<file path="src/rtl/core/rgberode_fifo.sv">
// Small show-ahead queue with occupancy count.
module rgberode_fifo #(
    parameter int WIDTH = 8,
    parameter int DEPTH = 4
) (
    input  logic                       i_clk,
    input  logic                       i_rst_n,
    input  logic                       i_push,
    input  logic [WIDTH-1:0]           i_data,
    input  logic                       i_pop,
    output logic [WIDTH-1:0]           o_data,
    output logic                       o_empty,
    output logic [$clog2(DEPTH+1)-1:0] o_count
);
    localparam int PTR_W = (DEPTH > 1) ? $clog2(DEPTH) : 1;
    localparam int CNT_W = $clog2(DEPTH + 1);

    logic [WIDTH-1:0] r_mem [DEPTH];
    logic [PTR_W-1:0] r_wptr, r_rptr, n_wptr, n_rptr;
    logic [CNT_W-1:0] r_count, n_count;

    always_comb begin
        n_wptr = r_wptr;
        n_rptr = r_rptr;
        n_count = r_count;
        if (i_push) begin
            n_wptr = (r_wptr == PTR_W'(DEPTH - 1)) ? '0 : r_wptr + PTR_W'(1);
        end
        if (i_pop) begin
            n_rptr = (r_rptr == PTR_W'(DEPTH - 1)) ? '0 : r_rptr + PTR_W'(1);
        end
        case ({i_push, i_pop})
            2'b10:   n_count = r_count + CNT_W'(1);
            2'b01:   n_count = r_count - CNT_W'(1);
            default: n_count = r_count;
        endcase
    end

    always_ff @(posedge i_clk) begin
        if (!i_rst_n) begin
            r_wptr  <= '0;
            r_rptr  <= '0;
            r_count <= '0;
        end else begin
            r_wptr  <= n_wptr;
            r_rptr  <= n_rptr;
            r_count <= n_count;
        end
    end

    always_ff @(posedge i_clk) begin
        if (i_push) begin
            r_mem[r_wptr] <= i_data;
        end
    end

    assign o_data  = r_mem[r_rptr];
    assign o_empty = (r_count == '0);
    assign o_count = r_count;

endmodule

</file>
<file path="config.mk">
export PLATFORM = sky130hd
export DESIGN_NAME = rgberode_fifo
export DESIGN_NICKNAME = d
export VERILOG_FILES = /design/src/rtl/core/rgberode_fifo.sv
export SDC_FILE = /design/constraint.sdc
export NUM_CORES = 1
export LEC_CHECK = 0
export BUFFER_PORTS_ARGS = -buffer_cell sky130_fd_sc_hd__buf_2
export CAP_MARGIN = 20
export CORE_ASPECT_RATIO = 1.1
export CORE_UTILIZATION = 55
export CTS_CLUSTER_DIAMETER = 60
export DETAILED_ROUTE_END_ITERATION = 16
export PLACE_DENSITY = 0.76
export SYNTH_ARGS = -nofsm -noshare
export SYNTH_HDL_FRONTEND = slang
export SYNTH_SLANG_ARGS = --single-unit
</file>
<file path="constraint.sdc">
create_clock -name i_clk -period 1.6 [get_ports i_clk]
set_input_delay 0.08 -clock i_clk [delete_from_list [all_inputs] [get_ports i_clk]]
set_output_delay 0.08 -clock i_clk [all_outputs]
set_load 0.02 [all_outputs]
</file>
* Word level (Yosys, flattened, before mapping)
Memories as Yosys holds them, arrays and structs flattened. A register that Yosys moved wholly into a read port is not among the register bits. Cells that the tools add are included.
Storage, ports and cells: bits in writable memories 32, memories kept 1, logic and storage cells 21, input port bits 12, bits in registers 7
Cells by class: reduce and logical (&&, ||, !) cells 2, equal/unequal tests 4, add/sub/neg operators 4, mux-type cells 7
Memory list:
- r_mem | depth 4, width 8, rd ports 1, clocked after memory_dff 1, wr ports 1, line 18 | logic [WIDTH-1:0] r_mem [DEPTH];
Operators with widths (count):
- 2-bit two-way mux | 4
- 2-bit equality test, second input constant | 3
- 3-bit one-hot mux with 2 select lines | 1
- 2-bit by 1-bit adder with 2-bit output, second input constant | 2
- 3-bit by 1-bit adder with 3-bit output, second input constant | 1
- 3-bit zero test | 1
- 3-bit by 1-bit subtractor with 3-bit output, second input constant | 1
- 2-bit by 1-bit equality test with 1-bit output, second input constant | 1
- 1-bit two-way mux | 2
- 2-bit nonzero test | 1

* Logic depth before layout (Yosys ltp)
depth in word-level cells 4, mapped depth 7, depth with buffers taken out 7

* Worst setup path after synthesis
OpenSTA, ideal clock, no wires.
kind register -> register, start point register r_count[0], in the netlist o_count[0], end point register r_count[2], in the netlist o_count[2], buffers on the path 0, arrival time 1.560 ns, clock period less this slack 1.630 ns, setup slack -0.030 ns, cell stages (with the launch flop) 6, setup time 0.070 ns, cell sequence dfxtp_1 > inv_1 > fa_1 > xor2_1 > or3_1 > a21boi_1
Between the ends: longest elaborated chain between the ends 2
RTL lines:
- start, declared | line 20 | logic [CNT_W-1:0] r_count, n_count;
- start signal, assigned | line 47 | r_count <= n_count;
- 3-bit by 1-bit subtractor with 3-bit output or 3-bit by 1-bit adder with 3-bit output (tied branches) | line 34, 33
- 3-bit one-hot mux with 2 select lines (*) | line 32 | case ({i_push, i_pop})
Mark *: on every way between the ends. The rest lies on a longest branch, timed or not. A chain may end at the register's enable or synchronous reset.

==> reports/qor.txt <==
Total grt overflow - 0
Initial antenna violation count - 0
Die Span Y - 58.8 um
Max Cap Violations - 0
Port bufs - 23
CTS tree - done
Largest net degree at the start of global routing - 12
Post-Syn Nets - 107
Kind of cell adding the most delay to the critical path - multiplexers
Dpl ws - -0.00417 ns
H-Tree Depth - 2
CP Data Required Time - 1.52 ns
Power, Total - 0.00205 W
Drt pass-1 iters - 4
RSZ-0062 raised after global routing - yes
Slowest-stage cell, CP - mux4_2
Clk_lat worst skew - 0.34 ns
Die ar. - 0.00316 mm2
Critical path, cell by cell - buf_12, mux4_2, buf_6
Crit path launch type - flip-flop
Clock share of power - 23.4%
WL per Instance - 15.5 um
Setup_tns - 0 ns
Worst R2R Start - o_count[0]
Ys Warns - 0
CTS Root Cell - clkbuf_4
Final Hold Viols - 0
Top cells by area, synth - edfxtp_1, dfxtp_1, mux4_2
Sink Count - 41
Syn_area_per_cell - 18.4 um2
Register area - 0.00114 mm2
Via density - 5.36
Clk buf depth - 2
# DRC - 0
Hold path startpoint - i_rst_n
CP Max Fanout - 8
Total leakage power - 0.719 nW
I/O pin count - 24
Share of the clock period used by the worst path - 98.7%
Worst Path Arrival - 1.50 ns
Unique masters post-synth - 21
Post-DP Area - 0.00176 mm2
Final #Nets - 144
Worst R2R End - o_count[2]
Mapped Cells - 88
Period minus WS final - 1.58 ns
Class of the worst hold path - input pin to flip-flop
Final hold slack - 0.0129 ns
Routed wire length - 2460 um
Commonest non-fill, non-tap cell in the layout - edfxtp_1
Sequential group share of total power - 60.4%
CTS Buf Count - 5
Critical path class - flip-flop to primary output
Clk slew on worst S/H paths - 0.11 ns
CP endpoint kind - primary output
Routed vias - 853
Diodes inserted - 0
Worst Hold End - o_count[0]
Seq/Total Area, Yosys - 70.6%
Max Slew Vio Count - 0
Seq cells post-synth - 41
Final instance area - 0.00196 mm2
Area taken by multi-input logic gates - 439 um2
Sw frac - 24.5%
Reg2Reg Depth - 5
Power share of the combinational group - 16.2%
Setup Viol. Count Final - 0
Fill count - 184
F_max - 0.633 GHz
Global-route wire length before repair - 3800 um
Status - finished clean
Core area - 0.00278 mm2
Max_slew headroom - 70.1%
Most frequent cells in the layout - edfxtp_1, buf_2, mux4_2, dlygate4sd3_1, buf_6
Internal power - 0.00155 W
Hold-critical path depth - 2
WP buf/inv - 2
Vias in the first global route - 831
Gp weighted congestion - 0.664
Peak supply drop - 0.000656 V
Tightest Pin Transition - 0.448 ns
P&R area growth vs syn - 21.5%
Post-Syn Area - 0.00162 mm2
Pwr Density - 1040 mW/mm2
P_sw - 0.000501 W
GR Util All Layers - 18.5%
Post-route ant nets - 0
Post-synth top area share - 59.5%
Post-Route Skew - 0.00686 ns
Layout cell share with drive strength beyond 1 - 32.5%
Die span in x - 53.7 um
Synth area leader - edfxtp_1
R2R setup slack - 0.09 ns
Post-route setup slack - 0.0205 ns
DRT iter0 DRCs - 27
Maximum single-stage delay on the critical path - 0.52 ns
Initial core utilization - 58.2%
Cell Rows - 20
## synthesized netlist by cell type
| cell | n |
|---|---|
| edfxtp_1 | 32 |
| dfxtp_1 | 9 |
| mux4_2 | 8 |
| and2_1 | 6 |
| ha_1 | 6 |
| inv_1 | 6 |
| nor2b_1 | 4 |
| mux2i_1 | 2 |
| nor3b_1 | 2 |
| o21ai_0 | 2 |
| a21boi_1 | 1 |
| a21oi_1 | 1 |
| buf_6 | 1 |
| clkbuf_2 | 1 |
| fa_1 | 1 |
| nand2_1 | 1 |
| nor3_1 | 1 |
| o21a_1 | 1 |
| or3_1 | 1 |
| xnor2_1 | 1 |
| xor2_1 | 1 |
## logic make-up (layout without fill, tap and decap cells)
group | count (synthesis) | after routing | share of synthesized area (%)
AOI/OAI and AO/OA | 5 | 5 | 1.86
xor gates and xnor gates | 2 | 2 | 1.08
adders and majority gates | 7 | 7 | 5.89
buffers and inverters | 8 | 46 | 2.40
DFF | 41 | 41 | 70.6
muxes | 10 | 10 | 12.4
and+or+nand+nor | 15 | 15 | 5.73
## through the flow
stage,util (%),cells
3_3_place_gp,63.5,143
5_1_grt,70.6,159
2_1_floorplan,-,88
6_report,70.6,159
4_1_cts,69.4,159
3_5_place_dp,63.5,143
## timing repair
action	4_1_cts	5_1_grt
resized for setup	11	11
hold buffers	8	0
endpoints found under the hold margin	32	0
endpoints found under the setup margin	8	9
pin swaps	0	1
setup buffers	0	0
## cell type report
cell class	count	share of cell area, %
timing repair buffer	32	13.5
multi-input combinational	39	22.4
sequential	41	58.4
inverter	6	1.15
tap	33	2.10
clock buffer	8	2.49
## routing by layer
metal / wire [um] / track usage, % / up-vias
met5: 0 / 0 / -
met4: 15 / 9.40 / 0
met3: 128 / 8.27 / 2
met2: 1320 / 28.0 / 25
met1: 1000 / 22.0 / 426
li1: - / - / 400
## registers in the layout, indices dropped and copies added, names as in the netlist, named ones only
signal	cells
r_mem	32
r_wptr	2
r_rptr	2
o_count	3
## worst register-to-register path: stages (launching register included)
cell and delay [ns]:
dfxtp_2 0.37, inv_1 0.06, fa_1 0.42, xor2_1 0.16
or3_1 0.32, a21boi_2 0.13
## worst max path at each step
stage	to	cells after the start	start
CTS	o_data[7]	3	flip-flop
global route	o_data[1]	3	flip-flop
global placement	o_count[2]	8	i_push
finish	o_data[7]	3	flip-flop
detailed placement	o_count[2]	8	i_push
floorplan	o_count[2]	5	o_count[1]
## power by group through the flow
stage,clock (W),combinational [W],sequential (W)
6_report,0.000480,0.000332,0.00124
4_1_cts,0.000483,0.000313,0.00124
3_3_place_gp,0,0.000264,0.00126
2_1_floorplan,0,0.000180,0.00126
5_1_grt,0.000535,0.000359,0.00125
3_5_place_dp,0,0.000276,0.00126
(Power assumes the default switching activity.)
