File: config.mk
export PLATFORM = sky130hd
export DESIGN_NAME = rgberode_back
export DESIGN_NICKNAME = d
export VERILOG_FILES = /design/src/rtl/core/rgberode_pkg.sv /design/src/rtl/core/rgberode_fifo.sv /design/src/rtl/core/rgberode_back.sv
export SDC_FILE = /design/constraint.sdc
export NUM_CORES = 1
export LEC_CHECK = 0
export BUFFER_PORTS_ARGS = -buffer_cell sky130_fd_sc_hd__buf_2
export CAP_MARGIN = 5
export CORE_MARGIN = 2
export CORE_UTILIZATION = 60
export DETAILED_ROUTE_END_ITERATION = 10
export PLACE_DENSITY = 0.79
export SYNTH_ARGS = -nofsm -noshare
export SYNTH_HDL_FRONTEND = slang
export SYNTH_SLANG_ARGS = --single-unit
File: constraint.sdc
create_clock -name i_clk -period 8.42 [get_ports i_clk]
set_input_delay 0.842 -clock i_clk [delete_from_list [all_inputs] [get_ports i_clk]]
set_output_delay 0.842 -clock i_clk [all_outputs]
set_load 0.02 [all_outputs]
File: src/rtl/core/rgberode_pkg.sv
// Shared constants and types for the RGB 3x3 erosion filter.
package rgberode_pkg;

    localparam int LINE_PIXELS_DEF  = 2048;
    localparam int CHANNEL_BITS_DEF = 8;
    localparam int NUM_CH           = 3;
    localparam int QUEUE_DEPTH      = 4;

    localparam int WIDTH_BITS  = 12;
    localparam int HEIGHT_BITS = 13;
    localparam int ROW_BITS    = 13;
    localparam int MAX_LINES   = 4096;
    localparam int CFG_DATA_W  = 13;
    localparam int CFG_IDX_W   = 1;

    localparam logic [WIDTH_BITS-1:0]  WIDTH_RST  = 12'd640;
    localparam logic [HEIGHT_BITS-1:0] HEIGHT_RST = 13'd480;

    typedef enum logic [CFG_IDX_W-1:0] {
        CFG_WIDTH  = 1'b0,
        CFG_HEIGHT = 1'b1
    } t_cfg_idx;

    typedef struct packed {
        logic emit;
        logic left_is_center;
        logic use_right;
        logic eol;
        logic eof;
    } t_win_ctrl;

endpackage

File: src/rtl/core/rgberode_fifo.sv
// Small show-ahead queue with occupancy count.
module rgberode_fifo #(
    parameter int WIDTH = 8,
    parameter int DEPTH = 4
) (
    input  logic                       i_clk,
    input  logic                       i_rst_n,
    input  logic                       i_push,
    input  logic [WIDTH-1:0]           i_data,
    input  logic                       i_pop,
    output logic [WIDTH-1:0]           o_data,
    output logic                       o_empty,
    output logic [$clog2(DEPTH+1)-1:0] o_count
);
    localparam int PTR_W = (DEPTH > 1) ? $clog2(DEPTH) : 1;
    localparam int CNT_W = $clog2(DEPTH + 1);

    logic [WIDTH-1:0] r_mem [DEPTH];
    logic [PTR_W-1:0] r_wptr, r_rptr, n_wptr, n_rptr;
    logic [CNT_W-1:0] r_count, n_count;

    always_comb begin
        n_wptr = r_wptr;
        n_rptr = r_rptr;
        n_count = r_count;
        if (i_push) begin
            n_wptr = (r_wptr == PTR_W'(DEPTH - 1)) ? '0 : r_wptr + PTR_W'(1);
        end
        if (i_pop) begin
            n_rptr = (r_rptr == PTR_W'(DEPTH - 1)) ? '0 : r_rptr + PTR_W'(1);
        end
        case ({i_push, i_pop})
            2'b10:   n_count = r_count + CNT_W'(1);
            2'b01:   n_count = r_count - CNT_W'(1);
            default: n_count = r_count;
        endcase
    end

    always_ff @(posedge i_clk) begin
        if (!i_rst_n) begin
            r_wptr  <= '0;
            r_rptr  <= '0;
            r_count <= '0;
        end else begin
            r_wptr  <= n_wptr;
            r_rptr  <= n_rptr;
            r_count <= n_count;
        end
    end

    always_ff @(posedge i_clk) begin
        if (i_push) begin
            r_mem[r_wptr] <= i_data;
        end
    end

    assign o_data  = r_mem[r_rptr];
    assign o_empty = (r_count == '0);
    assign o_count = r_count;

endmodule

File: src/rtl/core/rgberode_back.sv
// Back end: three-column window, horizontal minimum and result queue.
module rgberode_back #(
    parameter int CHANNEL_BITS = rgberode_pkg::CHANNEL_BITS_DEF,
    parameter int QUEUE_DEPTH  = rgberode_pkg::QUEUE_DEPTH
) (
    input  logic                                         i_clk,
    input  logic                                         i_rst_n,
    input  logic                                         i_mq_empty,
    input  rgberode_pkg::t_win_ctrl                      i_ctrl,
    input  logic [rgberode_pkg::NUM_CH*CHANNEL_BITS-1:0] i_colmin,
    output logic                                         o_mq_pop,
    input  logic                                         pop,
    output logic                                         empty,
    output logic [CHANNEL_BITS-1:0]                      o_red_out,
    output logic [CHANNEL_BITS-1:0]                      o_green_out,
    output logic [CHANNEL_BITS-1:0]                      o_blue_out,
    output logic                                         o_end_of_line,
    output logic                                         o_end_of_frame
);
    import rgberode_pkg::*;

    localparam int PIX_W = NUM_CH * CHANNEL_BITS;
    localparam int OQ_W  = PIX_W + 2;
    localparam int CNT_W = $clog2(QUEUE_DEPTH + 1);

    logic [PIX_W-1:0] r_win0, r_win1, r_win2;
    t_win_ctrl        r_d_ctrl;
    logic             r_d_valid;

    logic [CNT_W-1:0] oq_count;
    logic [CNT_W:0]   oq_pending;
    logic             space, oq_empty;
    logic [PIX_W-1:0] left, right, res;
    logic [OQ_W-1:0]  oq_wdata, oq_rdata;

    function automatic logic [CHANNEL_BITS-1:0] ch_min(
        input logic [CHANNEL_BITS-1:0] a,
        input logic [CHANNEL_BITS-1:0] b
    );
        return (a < b) ? a : b;
    endfunction

    assign oq_pending = {1'b0, oq_count} + (CNT_W + 1)'(r_d_valid);
    assign space      = (oq_pending < (CNT_W + 1)'(QUEUE_DEPTH));
    assign o_mq_pop   = ~i_mq_empty & space;

    always_ff @(posedge i_clk) begin
        if (!i_rst_n) begin
            r_d_valid <= 1'b0;
        end else begin
            r_d_valid <= o_mq_pop & i_ctrl.emit;
        end
    end

    always_ff @(posedge i_clk) begin
        if (o_mq_pop) begin
            r_win0   <= r_win1;
            r_win1   <= r_win2;
            r_win2   <= i_colmin;
            r_d_ctrl <= i_ctrl;
        end
    end

    assign left  = r_d_ctrl.left_is_center ? r_win1 : r_win0;
    assign right = r_d_ctrl.use_right ? r_win2 : r_win1;

    for (genvar k = 0; k < NUM_CH; k++) begin : g_ch
        assign res[k*CHANNEL_BITS +: CHANNEL_BITS] =
            ch_min(ch_min(left[k*CHANNEL_BITS +: CHANNEL_BITS],
                          r_win1[k*CHANNEL_BITS +: CHANNEL_BITS]),
                   right[k*CHANNEL_BITS +: CHANNEL_BITS]);
    end

    assign oq_wdata = {r_d_ctrl.eof, r_d_ctrl.eol, res};

    rgberode_fifo #(
        .WIDTH (OQ_W),
        .DEPTH (QUEUE_DEPTH)
    ) u_out_q (
        .i_clk   (i_clk),
        .i_rst_n (i_rst_n),
        .i_push  (r_d_valid),
        .i_data  (oq_wdata),
        .i_pop   (pop & ~oq_empty),
        .o_data  (oq_rdata),
        .o_empty (oq_empty),
        .o_count (oq_count)
    );

    assign empty          = oq_empty;
    assign o_red_out      = oq_rdata[0 +: CHANNEL_BITS];
    assign o_green_out    = oq_rdata[CHANNEL_BITS +: CHANNEL_BITS];
    assign o_blue_out     = oq_rdata[2*CHANNEL_BITS +: CHANNEL_BITS];
    assign o_end_of_line  = oq_rdata[PIX_W];
    assign o_end_of_frame = oq_rdata[PIX_W+1];

endmodule

Word-level counts from Yosys, hierarchy flattened. Memory sizes are Yosys's and may differ from the RTL's. A register that Yosys moved wholly into a read port is not among the register bits. Index checks and enable logic that the tools add are counted.

Flip-flop bits (word level): 84. Bits in writable memories: 104. Input bits: 33. Memories: 1.

Memory list: u_out_q.r_mem (depth 4, width 26, rd ports 1, clocked after memory_dff 1, wr ports 1, line rgberode_fifo.sv:18) `logic [WIDTH-1:0] r_mem [DEPTH];`.

Add/sub/neg operators: 5. Order comparisons: 7. Equal/unequal tests: 4. Multiplexer cells: 15. Bitwise gates (word level): 5. Reduce and logical (&&, ||, !) cells: 2.

Operators by type and width (number): $lt A8 B8 Y1 (6); $mux W24 (2); $mux W8 (6); $mux W2 (4); $eq A2 B2 Y1 const B (3); $pmux W3 S2 (1); $add A2 B1 Y2 const B (2); $add A3 B1 Y4 (1); $lt A4 B3 Y1 const B (1); $add A3 B1 Y3 const B (1); $and A1 B1 Y1 (3); $logic_not A3 Y1 (1); $sub A3 B1 Y3 const B (1); $eq A2 B1 Y1 const B (1); $mux W1 (2); $not A1 Y1 (2); $reduce_bool A2 Y1 (1).

Depth between registers and ports, before layout.
Word-level depth: 5. Mapped depth: 19.

Cells and area by module. Synthesis repeated with hierarchy kept, for this count alone.

Cells, all modules: 567. Area total of the unflattened synthesis: 8896.0 µm².

Modules (own cells, without submodules): rgberode_back (instances 1, cells each 385, area an instance 4640.7 µm², sequential area each 2302.2 µm²); rgberode_fifo (instances 1, cells each 182, area an instance 4255.3 µm², sequential area each 3303.2 µm²).

Worst setup path before layout. No wires, ideal clock.

Path type: in2out. From: input port i_mq_empty. To: output port o_mq_pop. Data arrival time: 7098 ps. Required time: 7578 ps. Path slack: 480 ps. Cell stages on the path: 1. Path buffers: 0. Path through: a311oi_1.

Word-level cells in the longest chain between the ends: 2.

RTL lines: start: declaration (line rgberode_back.sv:8) `input logic i_mq_empty,`; $not A1 Y1 (line rgberode_back.sv:45) `assign o_mq_pop = ~i_mq_empty & space;`; $and A1 B1 Y1 (line rgberode_back.sv:45); end: declaration (line rgberode_back.sv:11) `output logic o_mq_pop,`.

No other way between the ends.

Worst setup path after layout.
From: register r_d_ctrl[3] (netlist bit). To: memory u_out_q.r_mem[3][13] (netlist bit) (data pin).

Word-level cells in the longest chain between the ends: 5.

RTL lines: start: declaration (line rgberode_back.sv:27) `t_win_ctrl r_d_ctrl;`; start signal: assignment (line rgberode_back.sv:60) `r_d_ctrl <= i_ctrl;`; $mux W24 * (line rgberode_back.sv:64) `assign left = r_d_ctrl.left_is_center ? r_win1 : r_win0;`; $lt A8 B8 Y1 (line rgberode_back.sv:40) `return (a < b) ? a : b;`; $mux W8 * (line rgberode_back.sv:40); $lt A8 B8 Y1 (line rgberode_back.sv:40); $mux W8 * (line rgberode_back.sv:40); named net oq_wdata[13] (line rgberode_back.sv:34) `logic [OQ_W-1:0] oq_wdata, oq_rdata;`; end: declaration (line rgberode_fifo.sv:18).

The timed path passes the listed nets; every way through them passes the cells marked *.

==> out/results.ini <==
[setup_path]
path_max_fanout=34
slowest_delay_ns=0.51
reg2reg_to=u_out_q.r_mem[3][13]
critPathCapture=u_out_q.r_mem[3][13]
worst-endpoint-required_ns=8.63
r2r_start=r_d_ctrl[3]
start_kind=register
cp-startpoint=r_d_ctrl[3]
cp-end-kind=register
worstPathArrival_ns=5.21
regToRegSetupSlack_ns=3.42
rr_worst_depth=16
worstSetupPathType=reg2reg
crit_slowest_cell=a21oi_2
path_cells=buf_4, mux2_2, ha_1, nor4b_1, o21ai_1, a21oi_2, nor2_1, a21oi_1, inv_1, ha_1, a21oi_1, o21ai_0, nor3_1, nor4bb_1, a311o_1, mux2i_1

[timing]
min_period_over_period_pct=59.4
max_slew_margin_pct=33.3
slew_violations=0
hold_viol=0
max_slew.worst_pin.slew_ns=1.00
clock_skew_ns=0.00681
fmax_mhz=200
final.min_clock_period_ns=5.00
timing.setup.tns_ns=0
worst_slack_ns=3.42
rsz0062_at_grt=no
setup_viol=0

[yosys]
yosys.cell_types.count=47
async_flop_share_pct=0
synth_nets=641
synth_ff_type=edfxtp_1
synth-seq-cells=190
yosys_warnings=0
synth-seq-area-share_pct=64.5
syn_avg_cell_area_um2=15.6
synth_edf_count=180
netlist_instances=559
syn-cell-area_mm2=0.00869

[clock_tree]
cts_buffers=17
clkLatencyLatePin_ns=0.43
htreeDepth=4
clkTransAtPathRegs_ns=0.07
cts_buffer_depth=2
cts_root_buf=clkbuf_16
postCtsHoldBufs=0
cts_setup_buffers=0
clock-sinks=190
cts_tree=done
cts_resized=0

[floorplan]
initial_utilization_pct=61.9
die_h_um=124
die_width_um=124
core_mm2=0.0140
die_area_mm2=0.0155
io_pins=61
fp-row-count=43

[grt]
grt_pass1_wl_mm=24.8
grt_max_degree=79
grt-ovfl-total=0
grt_pass1_vias=4968
antenna_found_initial=0
track_usage_pct=20.5

[final_layout]
synthToLayoutAreaGrowth_pct=12.3
nNetsFinal=710
instances_no_fill=821
n_antenna_cell=0
final_cell_mix=180 x edfxtp_1, 60 x buf_2, 51 x inv_1, 48 x ha_1, 47 x mux2i_1
final_common_cell=edfxtp_1
drive_gt1_share_pct=24.2
fill_cells=897

[routing]
num_vias=4817
wirelength_mm=15.1
drc=0
routed_via_density=5.87
drt_iter0_drc=406
dr.pass1.iters=4
ant_nets=0
wl_per_cell_um=18.3

[power_and_ir_drop]
leakage_nw=3.73
irDropWorstVdd_v=0.000150
powerDensity_mw_per_mm2=270
finalPower_w=0.00264

[placement]
gp_congestion=0.866
portBuffers=60
place_inst=789
hpwl_mm=9.73
preCtsSetupSlack_ns=3.49

[run_status]
status=completed

[flow_run]
max_cap_violations=0

[hold_path]
hp-class=reg2reg

[metal layers]
metal  part of all wire, %  GRT usage, %  routed length (um)  up-vias
met2                    51          34.9                7730      103
met3                   4.1          4.25                 624       16
li1                      -             -                   -     2285
met5                     0             0                   0        -
met1                    43          26.1                6490     2413
met4                   1.4          7.53                 207        0
[cell families after synthesis]
family | after synthesis | synth area share [%]
DFF | 190 | 64.5
buffers and inverters | 69 | 3.32
and+or+nand+nor | 73 | 4.16
xor gates and xnor gates | 2 | 0.202
muxes | 95 | 15.0
adders and majority gates | 49 | 7.14
AOI/OAI and AO/OA | 81 | 5.71
[flip-flops by register name (all words and copies together) (netlist names), named ones only]
signal / flops
oq_wdata: 2
r_d_ctrl: 2
r_d_valid: 1
r_win0: 24
r_win1: 24
r_win2: 24
u_out_q.o_count: 3
u_out_q.r_mem: 104
u_out_q.r_rptr: 2
u_out_q.r_wptr: 2
[stage by stage]
stage                     hold WS, ns  area, um^2  utilization, %
final                           0.451        9770            69.5
after detailed placement        0.438        9200            65.5
after floorplan                 0.426        8690               -
after global placement          0.436        9200            65.5
after CTS                       0.454        9770            69.5
after global routing            0.471        9770            69.5
[power breakdown]
part / internal [W] / leakage (nW) / switching [W] / total (W)
clock: 0.000411 / 0.274 / 0.000350 / 0.000761
combinational: 0.000268 / 1.69 / 0.000377 / 0.000645
sequential: 0.00118 / 1.76 / 0.0000591 / 0.00123
[Yosys cell counts (2+ instances only)]
cell	n	area, um^2
edfxtp_1	180	5410
inv_1	51	191
ha_1	48	601
mux2i_1	47	470
o21ai_0	31	155
mux4_2	26	586
mux2_2	21	236
nand2_1	20	75.1
nor2_1	20	75.1
a21oi_1	17	85.1
clkbuf_1	10	37.5
dfxtp_1	10	200
nor3_1	7	35.0
o21a_1	7	52.6
and2_1	6	37.5
a21o_1	4	30.0
a31oi_1	4	25.0
buf_2	4	20.0
nand4_1	3	18.8
nor2b_1	3	18.8
nor4b_1	3	26.3
a211oi_1	2	15.0
a221oi_1	2	17.5
a22oi_1	2	15.0
a31o_1	2	17.5
buf_6	2	22.5
dlygate4sd1_1	2	17.5
nand3_1	2	10.0
o2111ai_1	2	17.5
o21ai_2	2	17.5
or2_2	2	12.5
or4_1	2	15.0
[how the worst min path moves through the flow]
stage	startpoint	to	slack, ns	cells after the start
floorplan	r_win2[0]	r_win1[0]	0.43	0
global placement	r_win2[23]	r_win1[23]	0.44	0
detailed placement	r_win2[21]	r_win1[21]	0.44	0
CTS	r_win2[10]	r_win1[10]	0.45	0
global route	r_win2[4]	r_win1[4]	0.47	0
finish	r_win2[10]	r_win1[10]	0.45	0
[worst max-delay path, delay by kind of cell, from the launching register on]
kind	cells	cell delay [ns]
buffers and inverters	2	0.44
AOI/OAI and AO/OA	6	1.67
DFF	1	0.32
muxes	2	0.82
adders and majority gates	2	0.51
and+or+nand+nor	4	0.98
[area by class of cell]
class                      instances  area (um^2)  area share [%]
timing repair buffer              68          360            3.69
clock inverter                    15          139            1.42
tap                              180          225            2.31
inverter                          51          191            1.96
multi-input combinational        300         2820            28.9
sequential                       190         5610            57.4
clock buffer                      17          425            4.36
Power figures use the tool's default switching activity.
